**src/hw/rtl/jsve_pkg.sv**
```systemverilog
// Shared types and constants for the JSON string value extractor.
package jsve_pkg;

  // Field and register widths
  localparam int unsigned BYTE_W    = 8;
  localparam int unsigned CFG_W     = 64;
  localparam int unsigned KLEN_W    = 5;
  localparam int unsigned CAP_REG_W = 7;
  localparam int unsigned STATUS_W  = 3;
  localparam int unsigned CFG_IDX_W = 2;
  localparam int unsigned KEY_CHARS = 16;
  localparam int unsigned OUT_DATA_W = 16;

  // Configuration register indexes
  localparam logic [CFG_IDX_W-1:0] REG_KEY_LO   = 2'd0;
  localparam logic [CFG_IDX_W-1:0] REG_KEY_HI   = 2'd1;
  localparam logic [CFG_IDX_W-1:0] REG_KEY_LEN  = 2'd2;
  localparam logic [CFG_IDX_W-1:0] REG_CAPACITY = 2'd3;

  localparam logic [CAP_REG_W-1:0] CAPACITY_RST = 7'd64;

  // Parse phases
  localparam logic [2:0] PH_SEARCH = 3'd0;
  localparam logic [2:0] PH_COLON  = 3'd1;
  localparam logic [2:0] PH_OPENQ  = 3'd2;
  localparam logic [2:0] PH_VALUE  = 3'd3;
  localparam logic [2:0] PH_DONE   = 3'd4;

  // Status codes
  localparam logic [STATUS_W-1:0] ST_OK       = 3'd0;
  localparam logic [STATUS_W-1:0] ST_ABSENT   = 3'd1;
  localparam logic [STATUS_W-1:0] ST_MISMATCH = 3'd2;
  localparam logic [STATUS_W-1:0] ST_OVERFLOW = 3'd3;
  localparam logic [STATUS_W-1:0] ST_UNTERM   = 3'd4;

  // Characters of interest
  localparam logic [BYTE_W-1:0] CH_NUL   = 8'h00;
  localparam logic [BYTE_W-1:0] CH_TAB   = 8'h09;
  localparam logic [BYTE_W-1:0] CH_LF    = 8'h0A;
  localparam logic [BYTE_W-1:0] CH_CR    = 8'h0D;
  localparam logic [BYTE_W-1:0] CH_SPACE = 8'h20;
  localparam logic [BYTE_W-1:0] CH_QUOTE = 8'h22;
  localparam logic [BYTE_W-1:0] CH_COLON = 8'h3A;
  localparam logic [BYTE_W-1:0] CH_BSLASH = 8'h5C;

  // One result item
  typedef struct packed {
    logic                kind;
    logic [BYTE_W-1:0]   char_val;
    logic [STATUS_W-1:0] status;
    logic                found;
    logic                last;
  } res_t;

  function automatic logic is_ws(input logic [BYTE_W-1:0] b);
    return (b == CH_SPACE) || (b == CH_TAB) || (b == CH_LF) || (b == CH_CR);
  endfunction

endpackage

```
**src/hw/rtl/json_string_value_extractor.sv**
```systemverilog
// Streaming extractor of the string value that follows a configured quoted key.
// Results are registered, in the skid entry while the output register is busy.
// Throughput: one text byte per cycle if the skid entry is empty; the per-byte work
// is a parallel compare of the key window and a phase update ahead of the result
// register. A two-entry result buffer lets input continue while one result waits.
// Reset (rst_ni low, asynchronous) starts a fresh run and restores register defaults.
module json_string_value_extractor #(
  parameter int unsigned KEY_MAX   = 16,
  parameter int unsigned VALUE_MAX = 64
) (
  input  logic                                 clk_i,
  input  logic                                 rst_ni,
  // Configuration write port
  input  logic                                 cfg_we_i,
  input  logic [jsve_pkg::CFG_IDX_W-1:0]       cfg_idx_i,
  input  logic [jsve_pkg::CFG_W-1:0]           cfg_data_i,
  // Text input
  input  logic                                 s_axis_tvalid,
  output logic                                 s_axis_tready,
  input  logic [jsve_pkg::BYTE_W-1:0]          s_axis_tdata,   // [7:0] text_byte
  input  logic                                 s_axis_tlast,   // end_of_text
  // Result output
  output logic                                 m_axis_tvalid,
  input  logic                                 m_axis_tready,
  // [7:0] value_char, [10:8] status_code, [11] key_found, [15:12] zero
  output logic [jsve_pkg::OUT_DATA_W-1:0]      m_axis_tdata,
  output logic                                 m_axis_tuser,   // item_kind
  output logic                                 m_axis_tlast    // final_flag
);

  localparam int unsigned WIN_DEPTH = KEY_MAX + 2;
  localparam int unsigned WIN_IDX_W = $clog2(WIN_DEPTH);
  localparam int unsigned FILL_W    = $clog2(WIN_DEPTH + 1);
  localparam int unsigned KLIM      = (KEY_MAX < jsve_pkg::KEY_CHARS) ? KEY_MAX
                                                                      : jsve_pkg::KEY_CHARS;
  localparam int unsigned CAP_W     = $clog2(VALUE_MAX + 1);
  localparam int unsigned CNT_W     = $clog2(VALUE_MAX);

  localparam logic [2:0] PH_SEARCH_C = jsve_pkg::PH_SEARCH;
  localparam logic [2:0] PH_COLON_C  = jsve_pkg::PH_COLON;
  localparam logic [2:0] PH_OPENQ_C  = jsve_pkg::PH_OPENQ;
  localparam logic [2:0] PH_VALUE_C  = jsve_pkg::PH_VALUE;

  // Configuration registers
  logic [2*jsve_pkg::CFG_W-1:0]       key_q;
  logic [jsve_pkg::KLEN_W-1:0]        key_len_q;
  logic [jsve_pkg::CAP_REG_W-1:0]     capacity_q;

  // Run state
  logic [WIN_DEPTH-1:0][jsve_pkg::BYTE_W-1:0] win_q, win_d;
  logic [FILL_W-1:0]  fill_q, fill_d;
  logic [2:0]         phase_q, phase_d;
  logic               esc_q, esc_d;
  logic [CNT_W-1:0]   cnt_q, cnt_d;

  // Output buffer
  logic               out_valid_q, skid_valid_q;
  jsve_pkg::res_t     out_q, skid_q;

  // Step signals
  logic               in_fire, out_fire, eot;
  logic [jsve_pkg::BYTE_W-1:0] b;
  logic [jsve_pkg::KLEN_W-1:0] key_len_sat, eff_len;
  logic [CAP_W-1:0]   cap;
  logic               cap_full, win_hit;
  logic               res_valid;
  jsve_pkg::res_t     res;

  // Write configuration
  always_ff @(posedge clk_i or negedge rst_ni) begin
    if (!rst_ni) begin
      key_q      <= '0;
      key_len_q  <= '0;
      capacity_q <= jsve_pkg::CAPACITY_RST;
    end else if (cfg_we_i) begin
      unique case (cfg_idx_i)
        jsve_pkg::REG_KEY_LO:   key_q[jsve_pkg::CFG_W-1:0] <= cfg_data_i;
        jsve_pkg::REG_KEY_HI:   key_q[2*jsve_pkg::CFG_W-1:jsve_pkg::CFG_W] <= cfg_data_i;
        jsve_pkg::REG_KEY_LEN:  key_len_q  <= cfg_data_i[jsve_pkg::KLEN_W-1:0];
        jsve_pkg::REG_CAPACITY: capacity_q <= cfg_data_i[jsve_pkg::CAP_REG_W-1:0];
        default: ;
      endcase
    end
  end

  // Saturate the key length and cut it at the first zero character
  always_comb begin
    key_len_sat = (key_len_q > jsve_pkg::KLEN_W'(KLIM)) ? jsve_pkg::KLEN_W'(KLIM) : key_len_q;
    eff_len     = key_len_sat;
    for (int m = KLIM - 1; m >= 0; m--) begin
      if ((jsve_pkg::KLEN_W'(m) < key_len_sat) &&
          (key_q[8*m +: 8] == jsve_pkg::CH_NUL)) begin
        eff_len = jsve_pkg::KLEN_W'(m);
      end
    end
  end

  // Saturate the capacity
  assign cap = (capacity_q > jsve_pkg::CAP_REG_W'(VALUE_MAX)) ? CAP_W'(VALUE_MAX)
                                                              : capacity_q[CAP_W-1:0];
  assign cap_full = (CAP_W'(cnt_q) + CAP_W'(1)) >= cap;

  assign b       = s_axis_tdata;
  assign eot     = s_axis_tlast || (b == jsve_pkg::CH_NUL);
  assign in_fire = s_axis_tvalid && s_axis_tready;

  // Shift the window and fill count
  always_comb begin
    win_d[0] = b;
    for (int k = 1; k < WIN_DEPTH; k++) begin
      win_d[k] = win_q[k-1];
    end
    fill_d = (fill_q < FILL_W'(WIN_DEPTH)) ? fill_q + FILL_W'(1) : fill_q;
  end

  // Compare the shifted window against the quoted key
  always_comb begin
    logic [WIN_IDX_W-1:0] idx;
    win_hit = (fill_d >= (FILL_W'(eff_len) + FILL_W'(2))) && (win_d[0] == jsve_pkg::CH_QUOTE);
    idx = WIN_IDX_W'(eff_len) + WIN_IDX_W'(1);
    if (win_d[idx] != jsve_pkg::CH_QUOTE) win_hit = 1'b0;
    for (int m = 0; m < KLIM; m++) begin
      idx = WIN_IDX_W'(eff_len) - WIN_IDX_W'(m);
      if ((jsve_pkg::KLEN_W'(m) < eff_len) && (win_d[idx] != key_q[8*m +: 8])) begin
        win_hit = 1'b0;
      end
    end
  end

  // Advance the parse phase and build the result
  always_comb begin
    phase_d   = phase_q;
    esc_d     = esc_q;
    cnt_d     = cnt_q;
    res_valid = 1'b0;
    res       = '0;
    res.kind  = 1'b1;
    res.found = 1'b1;
    res.last  = 1'b1;
    if (eot) begin
      unique case (phase_q)
        PH_SEARCH_C: begin
          res_valid = 1'b1;
          res.status = jsve_pkg::ST_ABSENT;
          res.found  = 1'b0;
        end
        PH_COLON_C, PH_OPENQ_C: begin
          res_valid  = 1'b1;
          res.status = jsve_pkg::ST_MISMATCH;
        end
        PH_VALUE_C: begin
          res_valid  = 1'b1;
          res.status = (esc_q && cap_full) ? jsve_pkg::ST_OVERFLOW : jsve_pkg::ST_UNTERM;
        end
        default: ;
      endcase
      phase_d = jsve_pkg::PH_SEARCH;
      esc_d   = 1'b0;
      cnt_d   = '0;
    end else begin
      unique case (phase_q)
        PH_SEARCH_C: begin
          if (win_hit) begin
            if (cap == '0) begin
              res_valid  = 1'b1;
              res.status = jsve_pkg::ST_ABSENT;
              phase_d    = jsve_pkg::PH_DONE;
            end else begin
              phase_d = jsve_pkg::PH_COLON;
            end
          end
        end
        PH_COLON_C: begin
          if (b == jsve_pkg::CH_COLON) begin
            phase_d = jsve_pkg::PH_OPENQ;
          end else if (!jsve_pkg::is_ws(b)) begin
            res_valid  = 1'b1;
            res.status = jsve_pkg::ST_MISMATCH;
            phase_d    = jsve_pkg::PH_DONE;
          end
        end
        PH_OPENQ_C: begin
          if (b == jsve_pkg::CH_QUOTE) begin
            phase_d = jsve_pkg::PH_VALUE;
          end else if (!jsve_pkg::is_ws(b)) begin
            res_valid  = 1'b1;
            res.status = jsve_pkg::ST_MISMATCH;
            phase_d    = jsve_pkg::PH_DONE;
          end
        end
        PH_VALUE_C: begin
          res_valid = 1'b1;
          if (!esc_q && (b == jsve_pkg::CH_QUOTE)) begin
            res.status = jsve_pkg::ST_OK;
            phase_d    = jsve_pkg::PH_DONE;
          end else if (!esc_q && (b == jsve_pkg::CH_BSLASH)) begin
            res_valid = 1'b0;
            esc_d     = 1'b1;
          end else if (cap_full) begin
            esc_d      = 1'b0;
            res.status = jsve_pkg::ST_OVERFLOW;
            phase_d    = jsve_pkg::PH_DONE;
          end else begin
            // Literal value byte, possibly after a backslash
            esc_d        = 1'b0;
            cnt_d        = cnt_q + CNT_W'(1);
            res.kind     = 1'b0;
            res.char_val = b;
            res.last     = 1'b0;
          end
        end
        default: ;
      endcase
    end
  end

  // Update run state on each accepted request
  always_ff @(posedge clk_i or negedge rst_ni) begin
    if (!rst_ni) begin
      win_q   <= '0;
      fill_q  <= '0;
      phase_q <= jsve_pkg::PH_SEARCH;
      esc_q   <= 1'b0;
      cnt_q   <= '0;
    end else if (in_fire) begin
      phase_q <= phase_d;
      esc_q   <= esc_d;
      cnt_q   <= cnt_d;
      if (eot) begin
        win_q  <= '0;
        fill_q <= '0;
      end else if (phase_q == jsve_pkg::PH_SEARCH) begin
        win_q  <= win_d;
        fill_q <= fill_d;
      end
    end
  end

  // Output buffer: main register plus one skid entry
  assign s_axis_tready = !skid_valid_q;
  assign out_fire      = out_valid_q && m_axis_tready;

  always_ff @(posedge clk_i or negedge rst_ni) begin
    if (!rst_ni) begin
      out_valid_q  <= 1'b0;
      skid_valid_q <= 1'b0;
    end else if (!out_valid_q || out_fire) begin
      out_valid_q  <= skid_valid_q || (in_fire && res_valid);
      skid_valid_q <= 1'b0;
    end else if (in_fire && res_valid) begin
      skid_valid_q <= 1'b1;
    end
  end

  // Hold payloads; no reset needed
  always_ff @(posedge clk_i) begin
    if (!out_valid_q || out_fire) begin
      out_q <= skid_valid_q ? skid_q : res;
    end else if (in_fire && res_valid) begin
      skid_q <= res;
    end
  end

  assign m_axis_tvalid = out_valid_q;
  assign m_axis_tuser  = out_q.kind;
  assign m_axis_tlast  = out_q.last;
  assign m_axis_tdata  = {4'b0000, out_q.found, out_q.status, out_q.char_val};

  // The skid entry is only ever filled behind a waiting result
  a_skid_behind_out: assert property (@(posedge clk_i) disable iff (!rst_ni)
    skid_valid_q |-> out_valid_q)
    else $error("skid entry holds a result while the output register is empty");

  // End of text always starts a fresh run
  a_eot_clears_run: assert property (@(posedge clk_i) disable iff (!rst_ni)
    (in_fire && eot) |=> (phase_q == jsve_pkg::PH_SEARCH) && (fill_q == '0) && !esc_q
                         && (cnt_q == '0))
    else $error("run state not cleared after end of text");

  // Value bytes are never final and always carry the key-found flag
  a_value_item_shape: assert property (@(posedge clk_i) disable iff (!rst_ni)
    (out_valid_q && !out_q.kind) |-> (!out_q.last && out_q.found
                                      && (out_q.status == jsve_pkg::ST_OK)))
    else $error("malformed value byte result");

endmodule

```
**config.mk**
```make
export PLATFORM = sky130hd
export DESIGN_NAME = json_string_value_extractor
export DESIGN_NICKNAME = d
export VERILOG_FILES = /design/src/hw/rtl/jsve_pkg.sv /design/src/hw/rtl/json_string_value_extractor.sv
export SDC_FILE = /design/constraint.sdc
export NUM_CORES = 1
export LEC_CHECK = 0
export ABC_AREA = 1
export BUFFER_PORTS_ARGS = -buffer_cell sky130_fd_sc_hd__buf_2
export CELL_PAD_IN_SITES_DETAIL_PLACEMENT = 0
export CELL_PAD_IN_SITES_GLOBAL_PLACEMENT = 2
export CORE_MARGIN = 2
export CORE_UTILIZATION = 35
export DETAILED_ROUTE_END_ITERATION = 12
export PLACE_DENSITY_LB_ADDON = 0.05
export REMOVE_ABC_BUFFERS = 1
export SYNTH_ARGS = -nofsm -noshare
export SYNTH_HDL_FRONTEND = slang
export SYNTH_SLANG_ARGS = --single-unit
```
**constraint.sdc**
```tcl
create_clock -name clk_i -period 7.4 [get_ports clk_i]
set_input_delay 1.11 -clock clk_i [delete_from_list [all_inputs] [get_ports clk_i]]
set_output_delay 1.11 -clock clk_i [all_outputs]
set_load 0.1 [all_outputs]
```
# Yosys cells after proc, flatten, opt, wreduce, memory -nomap -nowiden
# Cells that the tools add are included.
# totals
regBits,321
input_bits,80
out_inout_bits,20
elab_cells,360
# classes
addsub,20
magnitude_cmp,54
eq_ne,36
muxes,129
bitwise_logic,1
reduce_logical,83
# ops
cell,n
$bmux W8 S5,17
$mux W136,2
$logic_not A8 Y1,17
$mux W8,17
$ne A8 B8 Y1,16
$lt A5 B6 Y1 const B,17
$mux W5,20
$lt A4 B5 Y1 const A,16
$mux W1,41
$lt A3 B5 Y1 const A,8
$sub A5 B4 Y5 const B,8
$logic_and A1 B1 Y1,39
$mux W3,13
$mux W9,4
$mux W6,5
$eq A8 B4 Y1 const B,3
$eq A8 B6 Y1 const B,3
$pmux W3 S4,2
$lt A1 B5 Y1 const A,4
$lt A2 B5 Y1 const A,4
$sub A5 B3 Y5 const B,4
$mux W14,1
$mux W12,1
$reduce_and A2 Y1,6
other kinds (36),55

# Longest topological paths before layout
# depth
ltp_word,47
mapped_depth,47
ltp_nobuf,42

# Least setup slack after synthesis
# Ideal clock, no wire load.
# synth_path
path_type,register to register
from,reg key_len_q[1] in the netlist's numbering
to,reg skid_q[10] in the netlist's numbering (enable)
setup_time_ns,0.382
arrival_ns,4.801
required_time_ns,7.018
setup_slack_ns,2.217
path_stages_with_launch,32
path_buffers,3
period_less_slack_ns,5.183
cell_sequence,dfrtp_1 -> buf_2 -> nor3b_2 -> nand3_1 -> nand3_1 -> nand2_1 -> a211oi_1 -> o21ai_1 -> nand3_2 -> clkbuf_1 -> clkbuf_1 -> ha_1 -> inv_1 -> a21oi_1 -> xor2_4 -> nor2_1 -> nand3_1 -> nand2_1 -> nand2_1 -> nand2_1 -> nand3_1 -> nor2_1 -> nand2_1 -> nand2_1 -> nand2_1 -> clkinv_1 -> nand2_1 -> nor2_2 -> nand3_1 -> nand2_1 -> nand2_1 -> nor2_1
# synth_via
elab_chain_cells,46
word_cells_on_any_way,174
classes_between,17 x add/sub; 34 x order compare; 17 x eq/ne; 71 x mux; 35 x reduce/logical
# synth_rtl
element,line_no,rtl
from (decl),json_string_value_extractor.sv:46,logic [jsve_pkg::KLEN_W-1:0] key_len_q;
from (signal assigned),json_string_value_extractor.sv:79,jsve_pkg::REG_KEY_LEN: key_len_q <= cfg_data_i[jsve_pkg::KLEN_W-1:0];
$gt A5 B5 Y1,json_string_value_extractor.sv:88,key_len_sat = (key_len_q > jsve_pkg::KLEN_W'(KLIM)) ? jsve_pkg::KLEN_W'(KLIM) : key_len_q;
$mux W5 (*),json_string_value_extractor.sv:88,
$lt A4 B5 Y1,json_string_value_extractor.sv:91,if ((jsve_pkg::KLEN_W'(m) < key_len_sat) &&
$logic_and A1 B1 Y1,json_string_value_extractor.sv:91,
$mux W5 (15 in a row),json_string_value_extractor.sv:91,
$mux W5 (*),json_string_value_extractor.sv:91,
$add A5 B1 Y5,json_string_value_extractor.sv:120,idx = WIN_IDX_W'(eff_len) + WIN_IDX_W'(1);
$bmux W8 S5,json_string_value_extractor.sv:121,if (win_d[idx] != jsve_pkg::CH_QUOTE) win_hit = 1'b0;
[2 not listed],n/a,
$mux W1,json_string_value_extractor.sv:121,
$mux W1 (15 in a row),json_string_value_extractor.sv:124,if ((jsve_pkg::KLEN_W'(m) < eff_len) && (win_d[idx] != key_q[8*m +: 8])) begin
$mux W1 (*),json_string_value_extractor.sv:124,
$mux W1 (*),json_string_value_extractor.sv:163,if (win_hit) begin
$pmux W1 S4 (*),json_string_value_extractor.sv:161,unique case (phase_q)
$mux W1 (*),json_string_value_extractor.sv:140,if (eot) begin
$logic_and A1 B1 Y1 (*),json_string_value_extractor.sv:259,end else if (in_fire && res_valid) begin
$reduce_and A2 Y1 (no source line) (*),n/a,
to (signal assigned),json_string_value_extractor.sv:260,skid_q <= res;
to (decl),json_string_value_extractor.sv:58,"jsve_pkg::res_t out_q, skid_q;"
# Every way passes the cells marked *; elsewhere a longest branch is shown, timed or not. The select of a mux whose other input is x is not followed.
# A chain may end at the register's enable or synchronous reset.

# Worst setup path in the final report
# layout_path
from,reg key_len_q[4] in the netlist's numbering
to,reg skid_q[9] in the netlist's numbering (enable)
# Same word-level chain as after synthesis.

==> impl_metrics.xml <==
<?xml version="1.0" encoding="UTF-8"?>
<metrics>
  <group name="layout">
    <metric name="most_common_cell_after_layout_fill_and_taps_aside" unit="">sky130_fd_sc_hd__nand2_1</metric>
    <metric name="leading_cell_types_in_the_layout_fill_and_taps_excluded" unit="">sky130_fd_sc_hd__nand2_1, sky130_fd_sc_hd__nand3_1, sky130_fd_sc_hd__inv_1</metric>
    <metric name="drive_above_1_share" unit="%">8.77</metric>
    <metric name="nNetsFinal" unit="">4308</metric>
    <metric name="areaGrowthSynthToFinish" unit="%">10.9</metric>
    <metric name="final_core_utilization" unit="%">39.2</metric>
    <metric name="final_design_area_no_fill" unit="µm²">29200</metric>
  </group>
  <group name="clock_tree">
    <metric name="cts_tree" unit="">done</metric>
    <metric name="cts_setup_buffers" unit="">0</metric>
    <metric name="worst_skew_pair.late_latency" unit="ns">0.60</metric>
    <metric name="htree_num_levels" unit="">2</metric>
    <metric name="worst_setup_hold_path_clk_slew" unit="ns">0.07</metric>
    <metric name="cts_inserted_buffers" unit="">41</metric>
    <metric name="cts_resized" unit="">0</metric>
    <metric name="clock_sink_count" unit="">319</metric>
    <metric name="cts_hold_buf" unit="">0</metric>
    <metric name="cts_buffer_depth" unit="">3</metric>
    <metric name="clk_root_buffer_cell" unit="">sky130_fd_sc_hd__clkbuf_16</metric>
  </group>
  <group name="yosys">
    <metric name="synthesis.area" unit="µm²">26300</metric>
    <metric name="ys.flop_type" unit="">sky130_fd_sc_hd__dfrtp_1</metric>
    <metric name="synth-edff-count" unit="">26</metric>
    <metric name="async_reset_ff_share" unit="%">91.8</metric>
    <metric name="post_synth_main_area_contributors" unit="">sky130_fd_sc_hd__dfrtp_1, sky130_fd_sc_hd__nand3_1, sky130_fd_sc_hd__nand2_1</metric>
    <metric name="yosysWarningCount" unit="">0</metric>
    <metric name="ys_seq_area_share" unit="%">30.8</metric>
    <metric name="number_of_synthesized_register_bits" unit="">319</metric>
    <metric name="netlist_instances" unit="">4185</metric>
    <metric name="synth_top_area_cell" unit="">sky130_fd_sc_hd__dfrtp_1</metric>
    <metric name="synth.top_cell.area_share" unit="%">27.8</metric>
    <metric name="syn-mean-instance-area" unit="µm²">6.29</metric>
    <metric name="ys_types" unit="">64</metric>
  </group>
  <group name="setup_path">
    <metric name="critPathMostFrequentCell" unit="">sky130_fd_sc_hd__nand2_1</metric>
    <metric name="critPathMaxStageDelay" unit="ns">0.70</metric>
    <metric name="timing.critical_path.to_type" unit="">flip-flop</metric>
    <metric name="ff2ff_path_depth" unit="">33</metric>
    <metric name="worst_ep_required_time" unit="ns">7.70</metric>
    <metric name="critPathMaxFanout" unit="">27</metric>
    <metric name="setup.worst_path.class" unit="">reg2reg</metric>
    <metric name="worst-endpoint-arrival" unit="ns">6.75</metric>
    <metric name="timing.critical_path.from_type" unit="">flip-flop</metric>
    <metric name="timing.critical_path.slowest_stage_cell" unit="">sky130_fd_sc_hd__nor2_1</metric>
  </group>
  <group name="timing">
    <metric name="worstMarginPinSlew" unit="ns">1.03</metric>
    <metric name="slew_viol_final" unit="">0</metric>
    <metric name="finalHoldWorstSlack" unit="ns">0.441</metric>
    <metric name="finalClockSkew" unit="ns">0.0184</metric>
    <metric name="finalHoldViolCount" unit="">0</metric>
    <metric name="max_slew_margin" unit="%">31.2</metric>
    <metric name="grt_setup_unrepaired" unit="">no</metric>
    <metric name="period_share" unit="%">87.1</metric>
    <metric name="setup_viol" unit="">0</metric>
    <metric name="timing.fmax" unit="GHz">0.155</metric>
    <metric name="period_minus_slack" unit="ns">6.45</metric>
  </group>
  <group name="power_and_ir_drop">
    <metric name="peakVddDrop" unit="V">0.000301</metric>
    <metric name="power" unit="mW">15.6</metric>
    <metric name="power_per_cell_area" unit="nW/µm²">534</metric>
    <metric name="power_leakage" unit="nW">14.5</metric>
  </group>
  <group name="die">
    <metric name="floorplan.io_pins" unit="">100</metric>
    <metric name="initial_utilization" unit="%">35.4</metric>
    <metric name="dieWidth" unit="µm">278</metric>
    <metric name="die_height" unit="µm">278</metric>
    <metric name="floorplan.rows" unit="">100</metric>
    <metric name="floorplan_core_area" unit="µm²">74400</metric>
    <metric name="die-area" unit="µm²">77400</metric>
  </group>
  <group name="detailed_routing">
    <metric name="vias" unit="">29000</metric>
    <metric name="routed_wire_length_per_instance" unit="µm">23.7</metric>
    <metric name="drtIter0Drc" unit="">3208</metric>
    <metric name="drt_first_pass_iters" unit="">6</metric>
    <metric name="wirelength" unit="µm">123000</metric>
    <metric name="drc" unit="">0</metric>
    <metric name="via_per_inst" unit="">5.57</metric>
    <metric name="ant_nets" unit="">0</metric>
  </group>
  <group name="grt">
    <metric name="maximum_number_of_pins_on_one_net_before_global_route_repair" unit="">117</metric>
    <metric name="grt_pass1_wl" unit="µm">183000</metric>
    <metric name="gr-total-overflow" unit="">0</metric>
    <metric name="grt_usage" unit="%">31.5</metric>
    <metric name="initial_antenna_violation_count" unit="">3</metric>
    <metric name="first_global_vias" unit="">27300</metric>
  </group>
  <group name="place">
    <metric name="post-dp-hpwl" unit="µm">95900</metric>
    <metric name="place.gp.congestion" unit="">0.954</metric>
    <metric name="placed_cell_area" unit="µm²">27800</metric>
    <metric name="port_buffers" unit="">95</metric>
  </group>
  <group name="min_path">
    <metric name="hold_path.class" unit="">in2async</metric>
  </group>
  <group name="run_status">
    <metric name="run_status" unit="">finished, final reports clean</metric>
  </group>
  <group name="job">
    <metric name="max_cap_viol_count" unit="">0</metric>
  </group>
</metrics>
==> worst max-delay path, delay by kind of cell, from the launching register on <==
family / cells / cell delay [ns]
xor gates and xnor gates: 1 / 0.24
adders and majority gates: 1 / 0.28
buffers and inverters: 8 / 1.30
AOI/OAI and AO/OA: 2 / 0.34
DFF: 1 / 0.68
and+or+nand+nor: 21 / 3.22
==> path summary, 6_finish.rpt <==
check | from | slack [ns] | to
min reg2reg | key_q[104]$_DFFE_PN0P_ | 0.49 | key_q[104]$_DFFE_PN0P_
min in group clk_i | key_q[104]$_DFFE_PN0P_ | 0.49 | key_q[104]$_DFFE_PN0P_
max reg2reg | key_len_q[4]$_DFFE_PN0P_ | 0.95 | skid_q[9]$_DFFE_PP_
max | key_len_q[4]$_DFFE_PN0P_ | 0.95 | skid_q[9]$_DFFE_PP_
max in group asynchronous | rst_ni | 5.68 | key_q[110]$_DFFE_PN0P_
min | rst_ni | 0.44 | capacity_q[3]$_DFFE_PN0P_
==> logic make-up (layout without fill, tap and decap cells) <==
family / after synthesis / after routing / synth area share [%]
other: 1 / 5 / 0.0142
XOR/XNOR: 24 / 24 / 1.08
flip-flops: 319 / 319 / 30.8
AND/OR/NAND/NOR: 2666 / 2666 / 45.4
multiplexers: 2 / 2 / 0.0856
AO/OA/AOI/OAI: 458 / 458 / 10.2
adder cells (fa/ha/maj): 31 / 31 / 1.47
buffers and inverters: 684 / 726 / 10.9
==> final cells by class <==
cell class	instances	area [µm²]
Antenna cell	1	2.50
Clock buffer	60	1210
Clock inverter	16	169
Fill cell	8305	45200
Inverter	450	1700
Multi-Input combinational cell	3185	15400
Sequential cell	319	8110
Tap cell	969	1210
Timing Repair Buffer	200	1360
==> metrics by stage <==
step | instances | worst slack (ns) | setup TNS, ns
floorplan | 3954 | -2.51 | -44.58
global placement | 5123 | 1.16 | 0
detailed placement | 5123 | 1.09 | 0
CTS | 5199 | 1.05 | 0
global route | 5199 | 0.498 | 0
finish | 5200 | 0.951 | 0
==> synthesized netlist by cell type (all sizes together), types with 32 or more instances <==
| master | n |
|---|---|
| a21oi | 32 |
| buf | 137 |
| clkbuf | 97 |
| dfrtp | 292 |
| inv | 444 |
| nand2 | 1278 |
| nand3 | 1125 |
| nand3b | 32 |
| nand4 | 48 |
| nor2 | 142 |
| o21ai | 245 |
| o22ai | 139 |
==> per-layer routing <==
metal  track usage, %  up-vias  share of wire (%)
met1             46.0    13900                 48
li1                 -    14000                  -
met4             8.14        0                2.6
met2             48.4      949                 44
met3             4.72      140                6.0
met5                0        -                  0
==> power by group <==
part	switching, mW	leakage (nW)	internal [mW]	total [mW]
registers	0.244	4.12	2.00	2.24
clock network	0.864	0.676	1.24	2.10
logic	8.15	9.74	3.10	11.2
==> registers in the layout (all words and copies together) (netlist names) <==
signal / cells
skid_valid_q: 1
win_d: 136
skid_q: 13
capacity_q: 7
key_q: 128
key_len_q: 5
m_axis_tvalid: 1
fill_q: 5
cnt_q: 6
m_axis_tdata: 12
m_axis_tuser: 1
esc_q: 1
phase_q: 3
(Power assumes the default switching activity.)
